<file path="config.mk">
export PLATFORM = sky130hd
export DESIGN_NAME = bounded_byte_fifo_with_eof_top
export DESIGN_NICKNAME = d
export VERILOG_FILES = /design/src/bbf_pkg.sv /design/src/bbf_front.sv /design/src/bbf_back.sv /design/src/bounded_byte_fifo_with_eof_top.sv
export SDC_FILE = /design/constraint.sdc
export NUM_CORES = 1
export LEC_CHECK = 0
export BUFFER_PORTS_ARGS = -buffer_cell sky130_fd_sc_hd__buf_2
export CAP_MARGIN = 20
export CORE_AREA = 3 3 354 356
export CTS_CLUSTER_DIAMETER = 30
export DETAILED_ROUTE_END_ITERATION = 8
export DIE_AREA = 0 0 357 359
export PLACE_DENSITY_LB_ADDON = 0.25
export SETUP_SLACK_MARGIN = 0.05
export SLEW_MARGIN = 30
export SYNTH_ARGS = -nofsm -noshare
export SYNTH_HDL_FRONTEND = slang
export SYNTH_SLANG_ARGS = --single-unit
export TNS_END_PERCENT = 5
</file>
<file path="constraint.sdc">
create_clock -name aclk -period 8.08 [get_ports aclk]
set_clock_uncertainty 0.1 [all_clocks]
set_input_delay 0.404 -clock aclk [delete_from_list [all_inputs] [get_ports aclk]]
set_output_delay 0.404 -clock aclk [all_outputs]
set_load 0.01 [all_outputs]
</file>
<file path="src/bbf_pkg.sv">
// Package for the bounded byte FIFO: payload structs, command codes,
// back-end states, register map and sizing constants.
// No dependencies.
package bbf_pkg;

    localparam int BBF_DEPTH   = 64;
    localparam int QDEPTH      = 2;
    localparam int QPTR_W      = 1;
    localparam int ADDR_W      = 3;
    localparam int MAX_FILL    = 64;
    localparam logic [6:0] CAP_RESET = 7'd64;

    localparam logic REG_CAPACITY = 1'b0;

    typedef enum logic [1:0] {
        CMD_WRITE = 2'd0,
        CMD_POP   = 2'd1,
        CMD_PEEK  = 2'd2,
        CMD_END   = 2'd3
    } cmd_t;

    typedef enum logic [1:0] {
        BK_IDLE,
        BK_PEEK_RD,
        BK_PEEK_OUT
    } bk_state_t;

    typedef struct packed {
        logic [1:0] command;
        logic [7:0] data_byte;
        logic [6:0] length;
    } req_t;

    typedef struct packed {
        logic        accepted;
        logic [7:0]  out_byte;
        logic        byte_valid;
        logic        last;
        logic [6:0]  fill_level;
        logic [6:0]  space_left;
        logic [63:0] total_written;
        logic [63:0] total_read;
        logic        ended;
        logic        at_eof;
    } res_t;

    typedef struct packed {
        cmd_t       cmd;
        logic [7:0] data_byte;
        logic [6:0] length;
    } q_item_t;

endpackage

</file>
<file path="src/bbf_front.sv">
// Front end: accepts input items, decodes the command and queues them
// in a two-entry command queue for the back end. Depends on bbf_pkg.
module bbf_front import bbf_pkg::*; (
    input  logic    aclk,
    input  logic    aresetn,
    input  logic    s_valid,
    output logic    s_ready,
    input  req_t    s_data,
    output logic    q_valid,
    output q_item_t q_item,
    input  logic    q_pop
);

    q_item_t             slot_reg [QDEPTH];
    logic [QPTR_W-1:0]   wr_ptr_reg, wr_ptr_next;
    logic [QPTR_W-1:0]   rd_ptr_reg, rd_ptr_next;
    logic [QPTR_W:0]     count_reg, count_next;
    q_item_t             item_in;
    logic                push;
    logic                pop;

    always_comb begin
        item_in.data_byte = s_data.data_byte;
        item_in.length    = s_data.length;
        item_in.cmd       = cmd_t'(s_data.command);
    end

    assign s_ready = (count_reg != (QPTR_W+1)'(QDEPTH));
    assign q_valid = (count_reg != '0);
    assign q_item  = slot_reg[rd_ptr_reg];
    assign push    = s_valid && s_ready;
    assign pop     = q_pop && q_valid;

    always_comb begin
        wr_ptr_next = push ? wr_ptr_reg + 1'b1 : wr_ptr_reg;
        rd_ptr_next = pop ? rd_ptr_reg + 1'b1 : rd_ptr_reg;
        count_next  = count_reg;
        if (push && !pop) begin
            count_next = count_reg + 1'b1;
        end else if (pop && !push) begin
            count_next = count_reg - 1'b1;
        end
    end

    always_ff @(posedge aclk) begin
        if (!aresetn) begin
            wr_ptr_reg <= '0;
            rd_ptr_reg <= '0;
            count_reg  <= '0;
        end else begin
            wr_ptr_reg <= wr_ptr_next;
            rd_ptr_reg <= rd_ptr_next;
            count_reg  <= count_next;
        end
    end

    always_ff @(posedge aclk) begin
        if (push) begin
            slot_reg[wr_ptr_reg] <= item_in;
        end
    end

endmodule

</file>
<file path="src/bbf_back.sv">
// Back end: byte store, fill and count state, command sequencer and the
// result output register. Depends on bbf_pkg.
module bbf_back import bbf_pkg::*; #(
    parameter int DEPTH = BBF_DEPTH
) (
    input  logic       aclk,
    input  logic       aresetn,
    input  logic [6:0] capacity,
    input  logic       q_valid,
    input  q_item_t    q_item,
    output logic       q_pop,
    output logic       m_valid,
    input  logic       m_ready,
    output res_t       m_data
);

    localparam int AW    = $clog2(DEPTH);
    localparam int CNT_W = $clog2(DEPTH + 1);

    logic [7:0]       mem [DEPTH];
    logic [7:0]       rd_data_reg;
    logic             mem_we;
    logic [AW-1:0]    wr_addr;
    logic             rd_en;
    logic [AW-1:0]    rd_addr;

    bk_state_t        state_reg, state_next;
    logic [AW-1:0]    head_reg, head_next;
    logic [CNT_W-1:0] held_reg, held_next;
    logic             done_reg, done_next;
    logic [63:0]      wr_cnt_reg, wr_cnt_next;
    logic [63:0]      rd_cnt_reg, rd_cnt_next;
    logic [6:0]       idx_reg, idx_next;
    logic [6:0]       peek_n_reg, peek_n_next;
    logic             m_valid_reg, m_valid_next;
    res_t             res_reg, res_next;

    logic             out_free;
    logic [6:0]       cap_eff;
    logic [6:0]       held_ext;
    logic [6:0]       n;
    logic             peek_last;

    function automatic logic [AW-1:0] wrap(input logic [AW:0] sum);
        logic [AW:0] s;
        s = sum;
        if (s >= (AW+1)'(DEPTH)) begin
            s = s - (AW+1)'(DEPTH);
        end
        return s[AW-1:0];
    endfunction

    function automatic res_t mk_res(
        input logic        acc,
        input logic [7:0]  b,
        input logic        bv,
        input logic        lst,
        input logic [6:0]  fill,
        input logic [6:0]  cap,
        input logic [63:0] wc,
        input logic [63:0] rc,
        input logic        dn
    );
        res_t r;
        r.accepted      = acc;
        r.out_byte      = b;
        r.byte_valid    = bv;
        r.last          = lst;
        r.fill_level    = fill;
        r.space_left    = (cap > fill) ? cap - fill : 7'd0;
        r.total_written = wc;
        r.total_read    = rc;
        r.ended         = dn;
        r.at_eof        = (fill == 7'd0) && dn;
        return r;
    endfunction

    assign out_free  = !m_valid_reg || m_ready;
    assign cap_eff   = (capacity > 7'(DEPTH)) ? 7'(DEPTH) : capacity;
    assign held_ext  = 7'(held_reg);
    assign n         = (q_item.length < held_ext) ? q_item.length : held_ext;
    assign peek_last = (idx_reg + 7'd1 == peek_n_reg);
    assign wr_addr   = wrap({1'b0, head_reg} + (AW+1)'(held_reg));
    assign rd_addr   = wrap({1'b0, head_reg} + (AW+1)'(idx_reg));
    assign m_valid   = m_valid_reg;
    assign m_data    = res_reg;

    always_comb begin
        state_next   = state_reg;
        head_next    = head_reg;
        held_next    = held_reg;
        done_next    = done_reg;
        wr_cnt_next  = wr_cnt_reg;
        rd_cnt_next  = rd_cnt_reg;
        idx_next     = idx_reg;
        peek_n_next  = peek_n_reg;
        m_valid_next = m_valid_reg && !m_ready;
        res_next     = res_reg;
        q_pop        = 1'b0;
        mem_we       = 1'b0;
        rd_en        = 1'b0;

        unique case (state_reg)
            BK_IDLE: begin
                if (q_valid && out_free) begin
                    q_pop        = 1'b1;
                    m_valid_next = 1'b1;
                    unique case (q_item.cmd)
                        CMD_WRITE: begin
                            if (!done_reg && held_ext < cap_eff) begin
                                mem_we      = 1'b1;
                                held_next   = held_reg + 1'b1;
                                wr_cnt_next = wr_cnt_reg + 64'd1;
                            end
                            res_next = mk_res(mem_we, 8'd0, 1'b0, 1'b1, 7'(held_next),
                                              cap_eff, wr_cnt_next, rd_cnt_reg, done_reg);
                        end
                        CMD_POP: begin
                            head_next   = wrap({1'b0, head_reg} + (AW+1)'(n));
                            held_next   = held_reg - CNT_W'(n);
                            rd_cnt_next = rd_cnt_reg + 64'(n);
                            res_next = mk_res(1'b0, 8'd0, 1'b0, 1'b1, 7'(held_next),
                                              cap_eff, wr_cnt_reg, rd_cnt_next, done_reg);
                        end
                        CMD_PEEK: begin
                            res_next = mk_res(1'b0, 8'd0, 1'b0, 1'b1, held_ext,
                                              cap_eff, wr_cnt_reg, rd_cnt_reg, done_reg);
                            if (n != 7'd0) begin
                                m_valid_next = m_valid_reg && !m_ready;
                                res_next     = res_reg;
                                peek_n_next  = n;
                                idx_next     = 7'd0;
                                state_next   = BK_PEEK_RD;
                            end
                        end
                        default: begin
                            done_next = 1'b1;
                            res_next = mk_res(1'b0, 8'd0, 1'b0, 1'b1, held_ext,
                                              cap_eff, wr_cnt_reg, rd_cnt_reg, 1'b1);
                        end
                    endcase
                end
            end
            BK_PEEK_RD: begin
                rd_en      = 1'b1;
                state_next = BK_PEEK_OUT;
            end
            BK_PEEK_OUT: begin
                if (out_free) begin
                    m_valid_next = 1'b1;
                    res_next = mk_res(1'b0, rd_data_reg, 1'b1, peek_last, held_ext,
                                      cap_eff, wr_cnt_reg, rd_cnt_reg, done_reg);
                    idx_next   = idx_reg + 7'd1;
                    state_next = peek_last ? BK_IDLE : BK_PEEK_RD;
                end
            end
            default: state_next = BK_IDLE;
        endcase
    end

    always_ff @(posedge aclk) begin
        if (!aresetn) begin
            state_reg   <= BK_IDLE;
            head_reg    <= '0;
            held_reg    <= '0;
            done_reg    <= 1'b0;
            wr_cnt_reg  <= '0;
            rd_cnt_reg  <= '0;
            idx_reg     <= '0;
            peek_n_reg  <= '0;
            m_valid_reg <= 1'b0;
        end else begin
            state_reg   <= state_next;
            head_reg    <= head_next;
            held_reg    <= held_next;
            done_reg    <= done_next;
            wr_cnt_reg  <= wr_cnt_next;
            rd_cnt_reg  <= rd_cnt_next;
            idx_reg     <= idx_next;
            peek_n_reg  <= peek_n_next;
            m_valid_reg <= m_valid_next;
        end
    end

    always_ff @(posedge aclk) begin
        res_reg <= res_next;
    end

    always_ff @(posedge aclk) begin
        if (mem_we) begin
            mem[wr_addr] <= q_item.data_byte;
        end
        if (rd_en) begin
            rd_data_reg <= mem[rd_addr];
        end
    end

endmodule

</file>
<file path="src/bounded_byte_fifo_with_eof_top.sv">
//  channel   ports              direction  payload
//  input     s_valid/s_ready    in         req_t  s_data
//  result    m_valid/m_ready    out        res_t  m_data
//  config    APB (psel..pready) in/out     capacity at byte address 0
//
//  Write, pop, end-input and an empty peek take one cycle in the back end
//  once the result register is free; a peek of n bytes takes one dispatch
//  cycle plus two per byte, set by the registered read port of the store.
//  A two-entry command queue keeps taking items while results stall.
//  aresetn is synchronous, active low; the byte store is not cleared.
// Top level: configuration register, front end and back end.
// Depends on bbf_pkg, bbf_front and bbf_back.
module bounded_byte_fifo_with_eof_top import bbf_pkg::*; #(
    parameter int DEPTH = BBF_DEPTH
) (
    input  logic              aclk,
    input  logic              aresetn,
    input  logic              s_valid,
    output logic              s_ready,
    input  req_t              s_data,
    output logic              m_valid,
    input  logic              m_ready,
    output res_t              m_data,
    input  logic              psel,
    input  logic              penable,
    input  logic              pwrite,
    input  logic [ADDR_W-1:0] paddr,
    input  logic [31:0]       pwdata,
    output logic [31:0]       prdata,
    output logic              pready
);

    logic [6:0] cap_reg;
    logic       q_valid;
    q_item_t    q_item;
    logic       q_pop;

    assign pready = 1'b1;
    assign prdata = (paddr[2] == REG_CAPACITY) ? {25'd0, cap_reg} : 32'd0;

    always_ff @(posedge aclk) begin
        if (!aresetn) begin
            cap_reg <= CAP_RESET;
        end else if (psel && penable && pwrite && paddr[2] == REG_CAPACITY) begin
            cap_reg <= pwdata[6:0];
        end
    end

    bbf_front u_front (
        .aclk    (aclk),
        .aresetn (aresetn),
        .s_valid (s_valid),
        .s_ready (s_ready),
        .s_data  (s_data),
        .q_valid (q_valid),
        .q_item  (q_item),
        .q_pop   (q_pop)
    );

    bbf_back #(
        .DEPTH (DEPTH)
    ) u_back (
        .aclk     (aclk),
        .aresetn  (aresetn),
        .capacity (cap_reg),
        .q_valid  (q_valid),
        .q_item   (q_item),
        .q_pop    (q_pop),
        .m_valid  (m_valid),
        .m_ready  (m_ready),
        .m_data   (m_data)
    );

endmodule

</file>
==> results.tsv, run 1 <==
metric	value	unit
status	finished, final reports clean	
area_growth	26.8	%
drive_gt1_share	23.8	%
startpoint_type	flop	
fin_nets	3291	
first_global_vias	24479	
root_buffer	clkbuf_16	
worstHoldEndpoint	u_back.rd_cnt_reg[38]	
rrSetupSlack	1510	ps
yosysUniqueCellTypes	83	
drt_wl_total	99.9	mm
final_area	49500	um^2
yosysMostFrequentCell	edfxtp_1	
async_flop_share	0	%
postSynthCellCount	2827	
fin_setup_tns	0	ps
yosysTopAreaCellShare	54.6	%
avgViaCountPerCell	4.84	
hpwlAfterDp	64.9	mm
powerDensity	380	nW/um^2
ant_nets	0	
synth_flop_cell	edfxtp_1	
synth_top_family_by_area	simple AND/OR/NAND/NOR gates	
min-delay-start	aresetn	
largest_register_ffs	512	
worst-endpoint-required	8470	ps
irDropWorstVdd	225	uV
yosysSeqAreaShare	63.3	%
grt_pass1_wl	152	mm
grt_antenna_before_repair	1	
num_vias	24111	
cts_tree	yes	
die_y	359	um
worstReg2RegEnd	u_back.m_data[133]	
synthAdderAreaFrac	2.14	%
rsz0062_at_grt	false	
routabilityCongestion	0.855	
cts_max_path_buffers	3	
period_minus_slack	6570	ps
critPathMaxStageDelay	870	ps
cp-end-kind	flop	
hold_path_depth	3	
core	122000	um^2
synthesis.area	39000	um^2
grt_overflow_total	0	
yosysWarnings	0	
die_area	128000	um^2
synth_compound_area_share	4.17	%
synth_area_leaders	edfxtp_1 55%, mux4_2 9.2%, dfxtp_1 8.8%	
synth_edf_count	709	
hp-class	input port to flop	
grt_max_degree	100	
yosysTopAreaCell	edfxtp_1	
io_pins	249	
drc	0	
critPathArrivalTime	6960	ps
cpMaxStageDelayCell	dfxtp_1	
crit_family	compound AO/OA/AOI/OAI gates	
cp_num_cells	25	
yosys.area_share.simple	11.4	%
rows	128	
cts_made_buffers	202	
cts_sinks	880	
drtIter0Drc	1759	
clkTransAtPathRegs	40	ps
hold_violations	0	
antenna_cells	0	
die_w	357	um
rr_worst_depth	25	
synthTopCellsByCount	709 x edfxtp_1, 321 x nor2_1, 239 x nand2_1	
regMostFlops	u_back.mem	
max_slew.worst_pin.slew	967	ps
cap_violations	0	
finalCritPeriodShare	81.3	%
drtPass1Iterations	5	
grt_use_total	15.5	%
fmax	0.152	GHz
setup_viol	0	
wl_per_cell	20.1	um
port_buffers	195	
clk_latency	790	ps
drv_slew	0	
total_leakage_power	16.9	nW
layout_setup_ws	1510	ps
dpl-instance-area	41900	um^2
ys_seq_elements	880	
cp_max_fo	14	
crit_buf_inv	4	
syn_avg_cell_area	13.8	um^2
relSlewSlack	35.4	%
start_util	32.0	%
yosys-mux-area-fraction	10.4	%
synth_xor_area_share	6.28	%
pre_cts_slack	1550	ps
htree_levels	4	
crit_type	flop to flop	
==> through the flow <==
step | cells | power [mW] | hold WS, ps | util (%)
3_3_place_gp | 4565 | 10.4 | 366 | 34.3
6_report | 4978 | 18.8 | 133 | 40.5
2_1_floorplan | 2851 | 8.89 | 353 | -
5_1_grt | 4978 | 19.7 | 108 | 40.5
3_5_place_dp | 4566 | 10.4 | 372 | 34.3
4_1_cts | 4976 | 19.0 | 80.8 | 40.5
==> worst max-delay path by stage <==
stage                     slack [ps]                  to               start
after floorplan                  980    u_back.m_data[0]  u_back.held_ext[2]
after global placement          1570   u_back.m_data[58]                flop
after detailed placement        1550   u_back.m_data[58]                flop
after CTS                       1570  u_back.m_data[133]                flop
after global routing             910  u_back.m_data[133]                flop
final                           1510  u_back.m_data[133]                flop
==> cells in the final DEF, fill, tap and decap left out, drive strengths merged, types with 9 or more instances in the layout <==
cell type | synthesis | routed
clkinvlp | 0 | 37
nand2b | 12 | 12
ha | 53 | 53
buf | 52 | 238
a21oi | 85 | 85
mux4 | 160 | 160
nor2 | 324 | 324
nor4 | 26 | 26
or3 | 38 | 38
conb | 2 | 26
xor2 | 120 | 120
nand4 | 47 | 47
inv | 49 | 60
bufinv | 0 | 33
and2 | 28 | 28
clkbuf | 94 | 227
mux2i | 31 | 31
a21o | 10 | 10
dlygate4sd3 | 0 | 27
mux2 | 12 | 12
dfxtp | 171 | 171
nor3 | 58 | 58
or2 | 10 | 10
a31oi | 9 | 9
nand2 | 239 | 239
nor2b | 30 | 30
clkinv | 3 | 78
edfxtp | 709 | 709
a211oi | 17 | 17
and3 | 29 | 29
xnor2 | 158 | 158
nand3 | 73 | 73
o21ai | 67 | 67
==> layout make-up <==
class / instances / area, um^2
fillers: 11288 / 72600
flip-flops and latches: 880 / 24700
multi-input cells: 1773 / 13600
clock buffers: 227 / 5180
clock inverters: 156 / 2100
well taps: 1625 / 2030
repair buffers: 265 / 1650
inverters: 52 / 200
==> what timing repair did <==
action | in CTS | in global routing
endpoints found under the hold margin | 43 | 0
hold buffers | 27 | 0
resized for setup | 0 | 0
setup buffers | 0 | 0
==> cell families (layout without fill, tap and decap cells) <==
family                   after synthesis  after routing
buffers and inverters                198            700
AND/OR/NAND/NOR                      941            941
adder cells (fa/ha/maj)               65             65
XOR/XNOR                             278            278
multiplexers                         203            203
other                                  2             26
flip-flops                           880            880
AO/OA/AOI/OAI                        260            260
==> tightest hold or removal path: stages <==
cell    delay, ps
buf_2         100
buf_4         260
and2_1        200
==> layer usage <==
layer,vias to the layer above,GRT usage (%),routed length (um)
li1,11305,-,-
met1,11883,20.4,43400
met2,769,25.3,48200
met3,154,3.37,6040
met4,0,5.13,2230
met5,-,0,0
==> where the power goes <==
group          switching, mW  internal, mW
combinational           2.71          1.55
clock                   2.74          5.71
sequential             0.248          5.84
(Power assumes the default switching activity.)
==> run 2: changes to the inputs <==
Clock period 8.08 ns to 5.5 ns, I/O delays scaled along.
==> results.tsv, run 2 (synthesis gave the netlist of run 1 again) <==
metric	value	unit
status	finished, final reports clean	
final_area	49900	um^2
die_w	357	um
cp_max_fo	7	
cts_tree	yes	
hpwlAfterDp	67.6	mm
hp-class	input port to flop	
relSlewSlack	34.9	%
worst-endpoint-required	5890	ps
io_pins	249	
grt_use_total	15.7	%
drc	0	
fin_nets	3383	
cts_max_path_buffers	3	
area_growth	27.8	%
max_slew.worst_pin.slew	976	ps
largest_register_ffs	512	
cp-end-kind	flop	
dpl-instance-area	42700	um^2
clk_latency	780	ps
critPathArrivalTime	5610	ps
drtIter0Drc	1729	
rows	128	
htree_levels	4	
fin_setup_tns	0	ps
ant_nets	0	
port_buffers	195	
drv_slew	0	
startpoint_type	flop	
fmax	0.191	GHz
hold_violations	0	
drtPass1Iterations	5	
regMostFlops	u_back.mem	
root_buffer	clkbuf_16	
cap_violations	0	
cts_made_buffers	194	
irDropWorstVdd	347	uV
finalCritPeriodShare	95.0	%
grt_max_degree	90	
avgViaCountPerCell	4.84	
setup_viol	0	
drt_wl_total	102	mm
grt_overflow_total	0	
die_area	128000	um^2
first_global_vias	24857	
routabilityCongestion	0.835	
mostFrequentLayoutCells	709 x edfxtp_1, 318 x nor2_1, 238 x nand2_1, 195 x buf_2, 194 x clkbuf_16	
clkTransAtPathRegs	50	ps
total_leakage_power	17.3	nW
start_util	32.0	%
period_minus_slack	5230	ps
rsz0062_at_grt	true	
grt_pass1_wl	154	mm
core	122000	um^2
num_vias	24522	
crit_type	flop to flop	
die_y	359	um
powerDensity	548	nW/um^2
layout_commonest_cell	edfxtp_1	
wl_per_cell	20.1	um
cts_sinks	880	
drive_gt1_share	25.9	%
grt_antenna_before_repair	2	
[run 2: cell types whose count changed in the layout (fill, tap and decap cells not counted), moves of 4 or more]
| cell | delta |
|---|---|
| clkbuf_1 | +5 |
| clkinv_16 | -4 |
| clkinvlp_4 | -15 |
| clkbuf_16 | -8 |
| inv_6 | +6 |
| o21ai_0 | -4 |
| buf_12 | +5 |
| clkinv_2 | +13 |
| clkinv_4 | -8 |
| buf_4 | +97 |
[run 2: repair_timing]
action,in CTS,in global routing
pin swaps,1,2
gates resized for setup,3,19
cloned,0,0
setup buffers,1,3
setup endpoints to repair,15,26
hold buffers,28,0
endpoints found under the hold margin,57,0
[run 2: layout make-up]
| cell class | count | area (um^2) |
|---|---|---|
| clock inverters | 141 | 1800 |
| inverters | 52 | 200 |
| clock buffers | 225 | 5010 |
| flip-flops and latches | 880 | 24700 |
| repair buffers | 365 | 2420 |
| diodes | 1 | 2.50 |
| fillers | 11404 | 72200 |
| well taps | 1625 | 2030 |
| multi-input cells | 1773 | 13700 |
[run 2: report_power, final]
group / switching, mW / total (mW) / internal (mW)
sequential: 0.327 / 8.91 / 8.58
combinational: 4.11 / 6.63 / 2.53
clock: 3.84 / 11.8 / 7.96
total: 8.28 / 27.4 / 19.1
[run 2: critical path, stage by stage (launching register included)]
cell	delay [ps]
dfxtp_2	340
buf_12	140
mux2_2	380
ha_4	280
nand4_1	110
a221o_2	350
nand2_2	100
nand2_1	70
o21ai_2	110
ha_2	210
inv_1	70
ha_1	210
or2_2	320
o22ai_2	140
a31oi_2	60
ha_1	310
nand4_1	130
o21bai_1	170
or3_1	360
o311a_1	140
maj3_2	340
nor2_4	110
nor3_4	70
a221o_1	340
[run 2: per-layer routing]
layer / global-route usage [%] / vias up / part of all wire, %
li1: - / 11462 / -
met1: 20.9 / 12159 / 43
met2: 25.3 / 732 / 48
met3: 3.33 / 169 / 6.0
met4: 5.93 / 0 / 2.6
met5: 0 / - / 0
[run 2: stage by stage]
| step | hold WS, ps | cells | setup slack (ps) | power, mW | util (%) |
|---|---|---|---|---|---|
| finish | 75.3 | 5062 | 274 | 27.4 | 40.9 |
| global route | 101 | 5061 | 21.0 | 28.6 | 40.9 |
| CTS | 15.9 | 5058 | 34.8 | 27.6 | 40.8 |
| detailed placement | 368 | 4663 | -170 | 15.6 | 35.0 |
| global placement | 366 | 4663 | -130 | 15.6 | 34.9 |
| floorplan | 274 | 2851 | -92.1 | 13.0 | - |
[run 2: final timing paths]
kind / from / end / slack (ps) / cells after the start
setup / recovery: flop / u_back.m_data[134] / 270 / 23
hold / removal: pwrite / cap_reg[1] / 80 / 4
setup reg to reg: flop / u_back.m_data[134] / 270 / 23
hold reg to reg: u_back.rd_cnt_reg[5] / u_back.rd_cnt_reg[5] / 380 / 2
==> run 3: changes to the inputs <==
Settings changed: PLACE_DENSITY_LB_ADDON 0.25 to default, SLEW_MARGIN 30 to 25.
==> results.tsv, run 3 (synthesis gave the netlist of run 1 again) <==
metric	value	unit
status	finished, final reports clean	
grt_antenna_before_repair	0	
fmax	0.192	GHz
avgViaCountPerCell	4.93	
hold_violations	0	
first_global_vias	24722	
port_buffers	195	
grt_pass1_wl	152	mm
grt_use_total	15.5	%
drv_slew	0	
ant_nets	0	
root_buffer	clkbuf_16	
final.fill_count	11294	
cp_max_fo	8	
drc	0	
cap_violations	0	
io_pins	249	
cts_tree	yes	
num_vias	24859	
max_slew.worst_pin.slew	1010	ps
grt_overflow_total	0	
die_y	359	um
routabilityCongestion	0.889	
relSlewSlack	32.9	%
startpoint_type	flop	
cts_max_path_buffers	3	
regMostFlops	u_back.mem	
rrSetupSlack	280	ps
rsz0062_at_grt	false	
period_minus_slack	5220	ps
start_util	32.0	%
wl_per_cell	20.0	um
worstReg2RegEnd	u_back.m_data[134]	
cp-end-kind	flop	
cts_made_buffers	182	
largest_register_ffs	512	
seq_area	24700	um^2
area_growth	26.3	%
final_area	49300	um^2
critPathArrivalTime	5630	ps
clkTransAtPathRegs	50	ps
htree_levels	4	
stdcell_count	5043	
irDropWorstVdd	365	uV
hold_path_depth	4	
layout_commonest_cell	edfxtp_1	
crit_type	flop to flop	
multi_input_area	13600	um^2
cts_sinks	880	
grt_max_degree	90	
clk_latency	770	ps
drtPass1Iterations	5	
dpl-instance-area	42600	um^2
core	122000	um^2
worstHoldEndpoint	cap_reg[1]	
rows	128	
worst-endpoint-required	5910	ps
drtIter0Drc	2247	
total_leakage_power	17.0	nW
drt_wl_total	101	mm
die_w	357	um
min-delay-start	pwrite	
finalCritPeriodShare	94.9	%
rr_worst_depth	23	
layout_setup_ws	282	ps
die_area	128000	um^2
pre_cts_slack	-69.4	ps
drive_gt1_share	25.8	%
fin_nets	3375	
fin_setup_tns	0	ps
setup_viol	0	
hp-class	input port to flop	
mostFrequentLayoutCells	709 x edfxtp_1, 318 x nor2_1, 238 x nand2_1, 195 x buf_2, 182 x clkbuf_16	
hpwlAfterDp	66.6	mm
powerDensity	537	nW/um^2
place_inst	4669	
==> run 3: cell types whose count changed in the layout (fill, tap and decap cells not counted), moves of 3 or more <==
| cell | before | now |
|---|---|---|
| clkinvlp_4 | 22 | 35 |
| clkinv_2 | 35 | 26 |
| buf_4 | 134 | 140 |
| inv_6 | 14 | 23 |
| buf_12 | 8 | 5 |
| bufinv_16 | 30 | 18 |
| inv_16 | 2 | 5 |
| clkbuf_16 | 194 | 182 |
| clkbuf_1 | 27 | 15 |
==> run 3: through the flow <==
| step | utilization [%] | hold WS [ps] | power [mW] |
|---|---|---|---|
| CTS | 40.3 | 32.7 | 26.6 |
| global route | 40.4 | 119 | 27.6 |
| global placement | 34.9 | 365 | 15.5 |
| detailed placement | 34.9 | 368 | 15.6 |
| finish | 40.4 | 94.4 | 26.4 |
| floorplan | - | 274 | 13.0 |
==> run 3: critical path, stage by stage, from the launching register on <==
cell      delay, ps
dfxtp_2         350
buf_6           140
mux2_2          360
ha_1            290
nand4_1         110
a221o_2         370
nand2_4         100
nand2_1          70
o21ai_2          80
ha_2            190
inv_1            80
ha_2            220
or2_2           310
o22ai_2         110
a31oi_1          70
ha_1            360
nand4_1         130
o21bai_1        170
or3_1           360
o311a_1         140
maj3_2          340
nor2_4          100
nor3_4           80
a221o_1         360
==> run 3: final cells by class <==
type	count	area share, %
diodes	1	0.00508
repair buffers	369	4.91
well taps	1625	4.13
flip-flops and latches	880	50.1
multi-input cells	1773	27.7
clock inverters	144	3.33
clock buffers	199	9.41
inverters	52	0.406
==> run 3: routing by layer <==
metal / up-vias / routed length, um / global-route usage [%]
met5: - / 0 / 0.226
met4: 0 / 2820 / 5.57
met3: 210 / 6510 / 3.31
met2: 864 / 46800 / 24.1
met1: 12329 / 44700 / 21.4
li1: 11456 / - / -
==> run 3: what timing repair did <==
action / in CTS / in global routing
setup endpoints to repair: 7 / 28
buffers inserted: 0 / 3
resized for setup: 2 / 16
hold buffers: 27 / 0
hold endpoints to repair: 49 / 0
pin swaps: 0 / 5
==> run 3: power breakdown <==
part | leakage [nW] | switching [mW] | total [mW] | internal, mW
Combinational | 6.17 | 4.15 | 6.64 | 2.49
Sequential | 7.88 | 0.313 | 8.89 | 8.58
Clock | 2.96 | 3.86 | 10.9 | 7.05
==> run 3: how the worst max path moves through the flow <==
stage,startpoint,endpoint
final,flop,u_back.m_data[134]
after floorplan,u_back.held_ext[2],u_back.m_data[132]
after global routing,flop,u_back.m_data[132]
after detailed placement,flop,u_back.m_data[132]
after CTS,flop,u_back.m_data[132]
after global placement,flop,u_back.m_data[133]
